--- config.mk ---
export PLATFORM = sky130hd
export DESIGN_NAME = ffaba_ctrl
export DESIGN_NICKNAME = d
export VERILOG_FILES = /design/src/rtl/ffaba_pkg.sv /design/src/rtl/ffaba_ctrl.sv
export SDC_FILE = /design/constraint.sdc
export NUM_CORES = 1
export LEC_CHECK = 0
export BUFFER_PORTS_ARGS = -buffer_cell sky130_fd_sc_hd__buf_4
export CORE_AREA = 10 10 47 49
export DETAILED_ROUTE_END_ITERATION = 8
export DIE_AREA = 0 0 57 59
export PLACE_DENSITY = 0.65
export SLEW_MARGIN = 20
export SYNTH_ARGS = -nofsm -noshare
export SYNTH_HDL_FRONTEND = slang
export SYNTH_SLANG_ARGS = --single-unit
--- constraint.sdc ---
create_clock -name clk -period 1.8 [get_ports clk]
set_input_delay 0.36 -clock clk [delete_from_list [all_inputs] [get_ports clk]]
set_output_delay 0.36 -clock clk [all_outputs]
set_load 0.03 [all_outputs]
--- src/rtl/ffaba_pkg.sv ---
package ffaba_pkg;

  typedef logic [2:0] status_t;

  localparam status_t ST_OK         = 3'd0;
  localparam status_t ST_TOO_LARGE  = 3'd1;
  localparam status_t ST_NO_FIT     = 3'd2;
  localparam status_t ST_TABLE_FULL = 3'd3;
  localparam status_t ST_NOT_FOUND  = 3'd4;

  localparam logic FUNC_ALLOC = 1'b0;
  localparam logic FUNC_FREE  = 1'b1;

  localparam logic [31:0] CHUNK_RESET = 32'd1048576;

  // controller -> datapath
  typedef struct packed {
    logic    accept;
    logic    scan;
    logic    align;
    logic    wr_head;
    logic    wr_tail;
    logic    wr_free;
    logic    load_out;
    status_t code;
  } ctl_cmd_t;

  // datapath -> controller
  typedef struct packed {
    logic is_alloc;
    logic too_large;
    logic hit;
    logic hit_exact;
    logic exhausted;
    logic full;
    logic out_free;
  } dp_stat_t;

endpackage

--- src/rtl/ffaba_ctrl.sv ---
module ffaba_ctrl (
  input  logic                clk,
  input  logic                rst_n,
  input  logic                in_valid,
  output logic                in_stall,
  output ffaba_pkg::ctl_cmd_t cmd,
  input  ffaba_pkg::dp_stat_t st
);
  import ffaba_pkg::*;

  typedef enum logic [2:0] {
    S_IDLE,
    S_CHECK,
    S_SCAN,
    S_ALIGN,
    S_WR_HEAD,
    S_WR_TAIL,
    S_WR_FREE,
    S_RESULT
  } state_t;

  state_t  state_r, state_nxt;
  status_t code_r, code_nxt;
  logic    split_r, split_nxt;
  logic    stall_r;

  always_comb begin
    state_nxt = state_r;
    code_nxt  = code_r;
    split_nxt = split_r;
    unique case (state_r)
      S_IDLE: begin
        if (in_valid) begin
          state_nxt = S_CHECK;
        end
      end
      S_CHECK: begin
        if (st.is_alloc && st.too_large) begin
          code_nxt  = ST_TOO_LARGE;
          state_nxt = S_RESULT;
        end else begin
          state_nxt = S_SCAN;
        end
      end
      S_SCAN: begin
        priority if (st.hit) begin
          split_nxt = !st.hit_exact;
          priority if (!st.is_alloc) begin
            state_nxt = S_WR_FREE;
          end else if (!st.hit_exact && st.full) begin
            code_nxt  = ST_TABLE_FULL;
            state_nxt = S_RESULT;
          end else begin
            state_nxt = S_ALIGN;
          end
        end else if (st.exhausted) begin
          code_nxt  = st.is_alloc ? ST_NO_FIT : ST_NOT_FOUND;
          state_nxt = S_RESULT;
        end else begin
          state_nxt = S_SCAN;
        end
      end
      S_ALIGN: begin
        state_nxt = S_WR_HEAD;
      end
      S_WR_HEAD: begin
        code_nxt  = ST_OK;
        state_nxt = split_r ? S_WR_TAIL : S_RESULT;
      end
      S_WR_TAIL: begin
        code_nxt  = ST_OK;
        state_nxt = S_RESULT;
      end
      S_WR_FREE: begin
        code_nxt  = ST_OK;
        state_nxt = S_RESULT;
      end
      S_RESULT: begin
        if (st.out_free) begin
          state_nxt = S_IDLE;
        end
      end
      default: begin
        state_nxt = S_IDLE;
      end
    endcase
  end

  always_ff @(posedge clk) begin
    if (!rst_n) begin
      state_r <= S_IDLE;
      code_r  <= ST_OK;
      split_r <= 1'b0;
      stall_r <= 1'b0;
    end else begin
      state_r <= state_nxt;
      code_r  <= code_nxt;
      split_r <= split_nxt;
      stall_r <= (state_nxt != S_IDLE);
    end
  end

  always_comb begin
    cmd.accept   = (state_r == S_IDLE) && in_valid;
    cmd.scan     = (state_r == S_SCAN);
    cmd.align    = (state_r == S_ALIGN);
    cmd.wr_head  = (state_r == S_WR_HEAD);
    cmd.wr_tail  = (state_r == S_WR_TAIL);
    cmd.wr_free  = (state_r == S_WR_FREE);
    cmd.load_out = (state_r == S_RESULT) && st.out_free;
    cmd.code     = code_r;
  end

  assign in_stall = stall_r;

`ifndef SYNTH
  a_tail_only_split: assert property (@(posedge clk) disable iff (!rst_n)
    (state_r == S_WR_TAIL) |-> split_r)
    else $error("tail append without a split");

  a_scan_stops: assert property (@(posedge clk) disable iff (!rst_n)
    (state_r == S_SCAN && st.hit) |=> state_r != S_SCAN)
    else $error("scan continued past a hit");

  a_ready_no_scan: assert property (@(posedge clk) disable iff (!rst_n)
    !in_stall |-> !cmd.scan && !cmd.wr_head && !cmd.wr_tail && !cmd.wr_free)
    else $error("request taken while table update in flight");
`endif

endmodule

==> results.md, run 1 <==
* Outcome: complete, no violations
* Final core utilization at approximately 48%
* Initial DRC count at 8
* Die H at just under 60 um
* DR pass1 iterations at 4
* Inst Count DP at slightly above 90
* CTS max path bufs at 2
* Top post-synthesis cells by area: dfxtp_1 32%, nor2_1 5.3%, mux2i_1 4.0%, nor3_1 4.0%, and2_1 3.8%
* WL per Instance at ~14 um
* P&R area growth vs syn at 34.6%
* Fillers at 150
* MaxCap Viol Count at 0
* GRT Util Overall at a little under 8%
* Post-route minimum period at approximately 1.7 ns
* Buf+Inv Stages, Crit Path at 1
* Commonest cells after routing, fill and taps aside: 20 x buf_4, 7 x nor2_1, 5 x dfxtp_1, 4 x nor3_1
* Worst setup path category: reg2out
* Global-route wire length before repair at 2.13 mm
* Drt total wl at about 1.3 mm
* CTS buffer count at 3
* Core footprint at approximately 1400 um^2
* Via count at just under 500
* Grt ovf at 0
* Crit path max-delay family: simple AND/OR/NAND/NOR gates
* Pleak at roughly 0.28 nW
* CTS H-tree depth at 1
* Clock Power Share at between 10% and 20%
* Flop and latch count out of synthesis at 8
* Clk Latency, worst-skew pair at ~0.25 ns
* Internal power at a little under 600 uW
* Cell taking the most area after synthesis: dfxtp_1
* Crit path largest cell delay at around 0.38 ns
* Top Ports at 21
* Share of layout cells above drive strength 1 at 42.3%
* Hold Crit Class: in2reg
* Register area share after synthesis at between 30% and 40%
* # diodes at 0
* Net Sw Power at ~530 uW
* Vias per cell at ~5.2
* RSZ-0062 raised after global routing: no
* Pwr dens at 1670 nW/um^2
* Count of pins over their slew limit at 0
* Peak supply drop at between 0.7 and 0.8 mV
* Clk sinks at 8
* HPWL Detailed at between 1 and 1.5 mm
* Root Buffer: clkbuf_4
* Most common cell after layout, fill and taps aside: buf_4
* Final cell count without fillers at 94
* Syn Nets at 68
* Buffers on Ports at 20
* # setup viols final at 0
* CTS tree: built
* Vias in the first global route at 521
* Setup WS post-layout at around 0.088 ns
* Worst EP required at 1.44 ns
* Final Hold Fails at 0
* Setup TNS at 0 ns
* Pin count of the biggest net entering global routing at 12
* Sequential Power Share at 32.0%
* DIE AREA at between 3000 and 4000 um^2
* Net Sw Frac at 47.5%
* Row Count at 14
* DRC errors left at 0
* Remaining antenna violation count at 0
* Post-synth top area share at 32.1%
* CTS clock-pin slew for the worst setup and hold paths at around 0.06 ns
* Die W at approximately 57 um
* Critical Path, Cell by Cell: nor3_1 > and2_1 > buf_4
* Final worst-path cycle share at ~95%
* Routability cong. at ~0.82
* Max Fclk at between 0.5 and 0.6 GHz
* Combinational power share at a little under three fifths
* Area of the mapped netlist at 499 um^2
* Initial Util at 35.6%
* Pre-CTS setup slack at roughly 0.30 ns
* Post-synthesis cell type count at 31
* Initial antenna violation count at 0
* Yosys synthesis warning count at 0
* Synthesized area per cell at approximately 8.6 um^2
* Setup Skew at ~0.0061 ns
* Final Net Count at 90
* Critical path launch point type: register
* Slew Limit Headroom at between 70% and 80%
* CP arrival at between 1 and 1.5 ns
* CP Capture Type: output pin
* Cells after synthesis at 58
* Worst-path maximum fanout at 10
* Least-Margin Pin Slew at 0.361 ns
* Critical Path Slowest Stage Cell: dfxtp_2
[power by group through the flow]
stage	combinational (mW)	sequential, mW	clock [mW]
global placement	0.626	0.349	0
detailed placement	0.623	0.351	0
global route	0.670	0.370	0.146
floorplan	0.511	0.314	0
finish	0.624	0.359	0.137
CTS	0.630	0.348	0.141
[cell usage after synthesis (all sizes together)]
cell     n
a2111oi  1
a21oi    2
a311oi   3
a31oi    1
and2     4
and3     2
buf      3
dfxtp    8
inv      4
mux2i    2
nand2    3
nand2b   2
nand3    1
nand3b   1
nor2     7
nor2b    1
nor3     5
nor3b    1
nor4     1
o21a     1
o21ai    1
o221a    1
o22ai    1
o2bb2ai  1
o31ai    1
[repair_timing]
| action | in CTS | in global routing |
|---|---|---|
| resized for setup | 0 | 3 |
| endpoints found under the setup margin | 0 | 5 |
| buffers inserted | 0 | 0 |
| hold buffers | 0 | 0 |
[stage by stage]
| step | power, mW | area (um^2) | hold slack, ns |
|---|---|---|---|
| 2_1_floorplan | 0.825 | 499 | 0.470 |
| 3_3_place_gp | 0.975 | 646 | 0.448 |
| 3_5_place_dp | 0.974 | 646 | 0.454 |
| 4_1_cts | 1.12 | 668 | 0.318 |
| 5_1_grt | 1.19 | 672 | 0.332 |
| 6_report | 1.12 | 672 | 0.321 |
[area by class of cell]
cell class / instances / area, um^2 / share of cell area, %
clock buffer: 3 / 22.5 / 3.35
inverter: 4 / 15.0 / 2.23
multi-input combinational: 43 / 300 / 44.7
sequential: 8 / 164 / 24.4
tap: 16 / 20.0 / 2.98
timing repair buffer: 20 / 150 / 22.3
[sequential cells by signal (all words and copies together) (netlist names)]
signal	cells
code_r	3
in_stall	1
split_r	1
state_r	3
[cells by family (layout without fill, tap and decap cells)]
group,after synthesis,after routing,synth area share [%]
mux,2,2,4.01
compound gates,13,13,23.3
buf+inv,7,27,7.77
flops,8,8,32.1
simple gates,28,28,32.8
[layer usage]
metal  track usage (%)  vias to the layer above  share of wire [%]
li1                  -                      253                  -
met1              8.45                      220                 45
met2              11.8                       13                 49
met3              2.79                        0                5.9
met4              6.04                        0                  0
met5                 0                        -                  0
[path summary, 6_finish.rpt]
kind / to / from / cells past startpoint / slack, ns
setup reg to reg: in_stall / state_r[1] / 4 / 0.40
setup / recovery: cmd[9] / state_r[0] / 3 / 0.09
hold / removal: split_r / st[3] / 2 / 0.32
hold reg to reg: code_r[2] / code_r[2] / 2 / 0.46
[worst register-to-register path: stages, from the launching register on]
cell and delay [ns]:
dfxtp_2 0.45, nor3b_4 0.34, o21a_1 0.20, nor2_1 0.06, a311oi_2 0.27
Power figures use the tool's default switching activity.
==> run 2: changes to the inputs <==
--- a/config.mk
+++ b/config.mk
@@ -9,7 +9,7 @@
 export CORE_AREA = 10 10 47 49
 export DETAILED_ROUTE_END_ITERATION = 8
 export DIE_AREA = 0 0 57 59
-export PLACE_DENSITY = 0.65
+export PLACE_DENSITY_LB_ADDON = 0.3
 export SLEW_MARGIN = 20
 export SYNTH_ARGS = -nofsm -noshare
 export SYNTH_HDL_FRONTEND = slang
==> run 2 against run 1 <==
  * Power is 0.11% lower
  * Clock power hardly changed
  * Sequential power hardly changed
  * Clock skew is 0.0041 ns lower
  * Via count is 2.3% higher
  * First-iteration DRC count is 38% lower
  * Critical path depth stayed put
==> results.md, run 2 (same netlist as run 1, synthesis figures left out) <==
* Final Hold Fails at 0
* Buffers on Ports at 20
* Remaining antenna violation count at 0
* Clk sinks at 8
* Setup Skew at between 0.0015 and 0.002 ns
* Outcome: complete, no violations
* Final Net Count at 90
* Max Fclk at 0.616 GHz
* Peak supply drop at 0.609 mV
* Clk Latency, worst-skew pair at roughly 0.25 ns
* DR pass1 iterations at 4
* Pleak at 0.286 nW
* Die H at about 59 um
* Global-route wire length before repair at about 2.2 mm
* Pre-CTS setup slack at 0.285 ns
* Initial Util at a little over a third
* GRT Util Overall at under 10%
* # setup viols final at 0
* Postcts setup bufs at 0
* Setup TNS at 0 ns
* Initial DRC count at 5
* CTS H-tree depth at 1
* Pin count of the biggest net entering global routing at 12
* Pwr dens at ~1700 nW/um^2
* Setup WS post-layout at ~0.18 ns
* DRC errors left at 0
* Drt total wl at 1.29 mm
* Top Ports at 21
* Final core utilization at between 40% and 50%
* MaxCap Viol Count at 0
* Worst setup path category: reg2out
* CTS max path bufs at 2
* Via count at approximately 500
* Critical Path Slowest Stage Cell: dfxtp_2
* Slew Limit Headroom at about three quarters
* Row Count at 14
* Count of pins over their slew limit at 0
* CTS buffer count at 3
* RSZ-0062 raised after global routing: no
* Root Buffer: clkbuf_4
* Crit path largest cell delay at 0.45 ns
* Routability cong. at a little under 0.8
* CTS tree: built
* CTS clock-pin slew for the worst setup and hold paths at approximately 0.05 ns
* Share of layout cells above drive strength 1 at a little over two fifths
* Worst EP required at 1.44 ns
* Commonest cells after routing, fill and taps aside: 20 x buf_4, 7 x nor2_1, 5 x dfxtp_1
* DIE AREA at approximately 3400 um^2
* Vias per cell at approximately 5.3
* Critical Path, Cell by Cell: and2_1 > and2_1 > buf_4
* Most common cell after layout, fill and taps aside: buf_4
* # diodes at 0
* P&R area growth vs syn at 35.6%
* Hold Crit Class: in2reg
* Final worst-path cycle share at roughly 90%
* HPWL Detailed at approximately 1.1 mm
* Worst-path maximum fanout at 11
* Most common cell on crit path: and2_1
* WL per Instance at 13.7 um
* Initial antenna violation count at 0
* Largest registers: code_r: 3 flops, state_r: 3 flops
* Vias in the first global route at roughly 490
* Core footprint at around 1400 um^2
* Die W at about 57 um
* Grt ovf at 0
* CP arrival at 1.26 ns
* CP Capture Type: output pin
* Critical path launch point type: register
* Post-route minimum period at 1.62 ns
* Least-Margin Pin Slew at between 0.3 and 0.4 ns
run 2: cell count changes in the layout (fill, tap and decap cells not counted):
cell,before,now
nor3_1,4,3
nor3_2,1,2
run 2: cell type report:
class                      instances  area (um^2)
clock buffer                       3         22.5
fill                             151          724
inverter                           4         15.0
multi-input combinational         43          305
sequential                         8          164
tap                               16         20.0
timing repair buffer              20          150
run 2: metrics by stage:
step | instance area [um^2] | hold WS (ns) | std cells | total power [mW]
floorplan | 499 | 0.470 | 58 | 0.825
global placement | 646 | 0.449 | 91 | 0.972
detailed placement | 646 | 0.450 | 91 | 0.974
CTS | 668 | 0.315 | 94 | 1.12
global route | 677 | 0.330 | 94 | 1.22
finish | 677 | 0.328 | 94 | 1.12
run 2: final timing paths:
| check | startpoint | end | slack, ns | cells past startpoint |
|---|---|---|---|---|
| worst max register to register | state_r[1] | in_stall | 0.44 | 4 |
| worst max-delay path | state_r[1] | cmd[7] | 0.18 | 3 |
| worst min register to register | code_r[2] | code_r[2] | 0.46 | 2 |
| worst min-delay path | st[3] | split_r | 0.33 | 2 |
run 2: timing repair:
item | in CTS | in global routing
hold endpoints to repair | 0 | 0
setup endpoints to repair | 0 | 5
resized for setup | 0 | 4
hold buffers | 0 | 0
run 2: worst max-delay path: cells and delay by family, from the launching register on:
kind	cells	cell delay (ns)
buffers and inverters	1	0.17
flip-flops	1	0.45
AND/OR/NAND/NOR	2	0.40
run 2: power breakdown:
group | internal, mW | total [mW] | switching (mW)
Sequential | 0.246 | 0.359 | 0.113
Clock | 0.0763 | 0.137 | 0.0604
Combinational | 0.273 | 0.624 | 0.351
run 2: layer usage:
layer | part of all wire (%) | routed length (um) | track usage, % | up-vias
li1 | - | - | - | 253
met1 | 42 | 540 | 9.18 | 226
met2 | 47 | 607 | 12.9 | 18
met3 | 11 | 138 | 6.01 | 0
met4 | 0 | 0 | 1.01 | 0
met5 | 0 | 0 | 0 | -
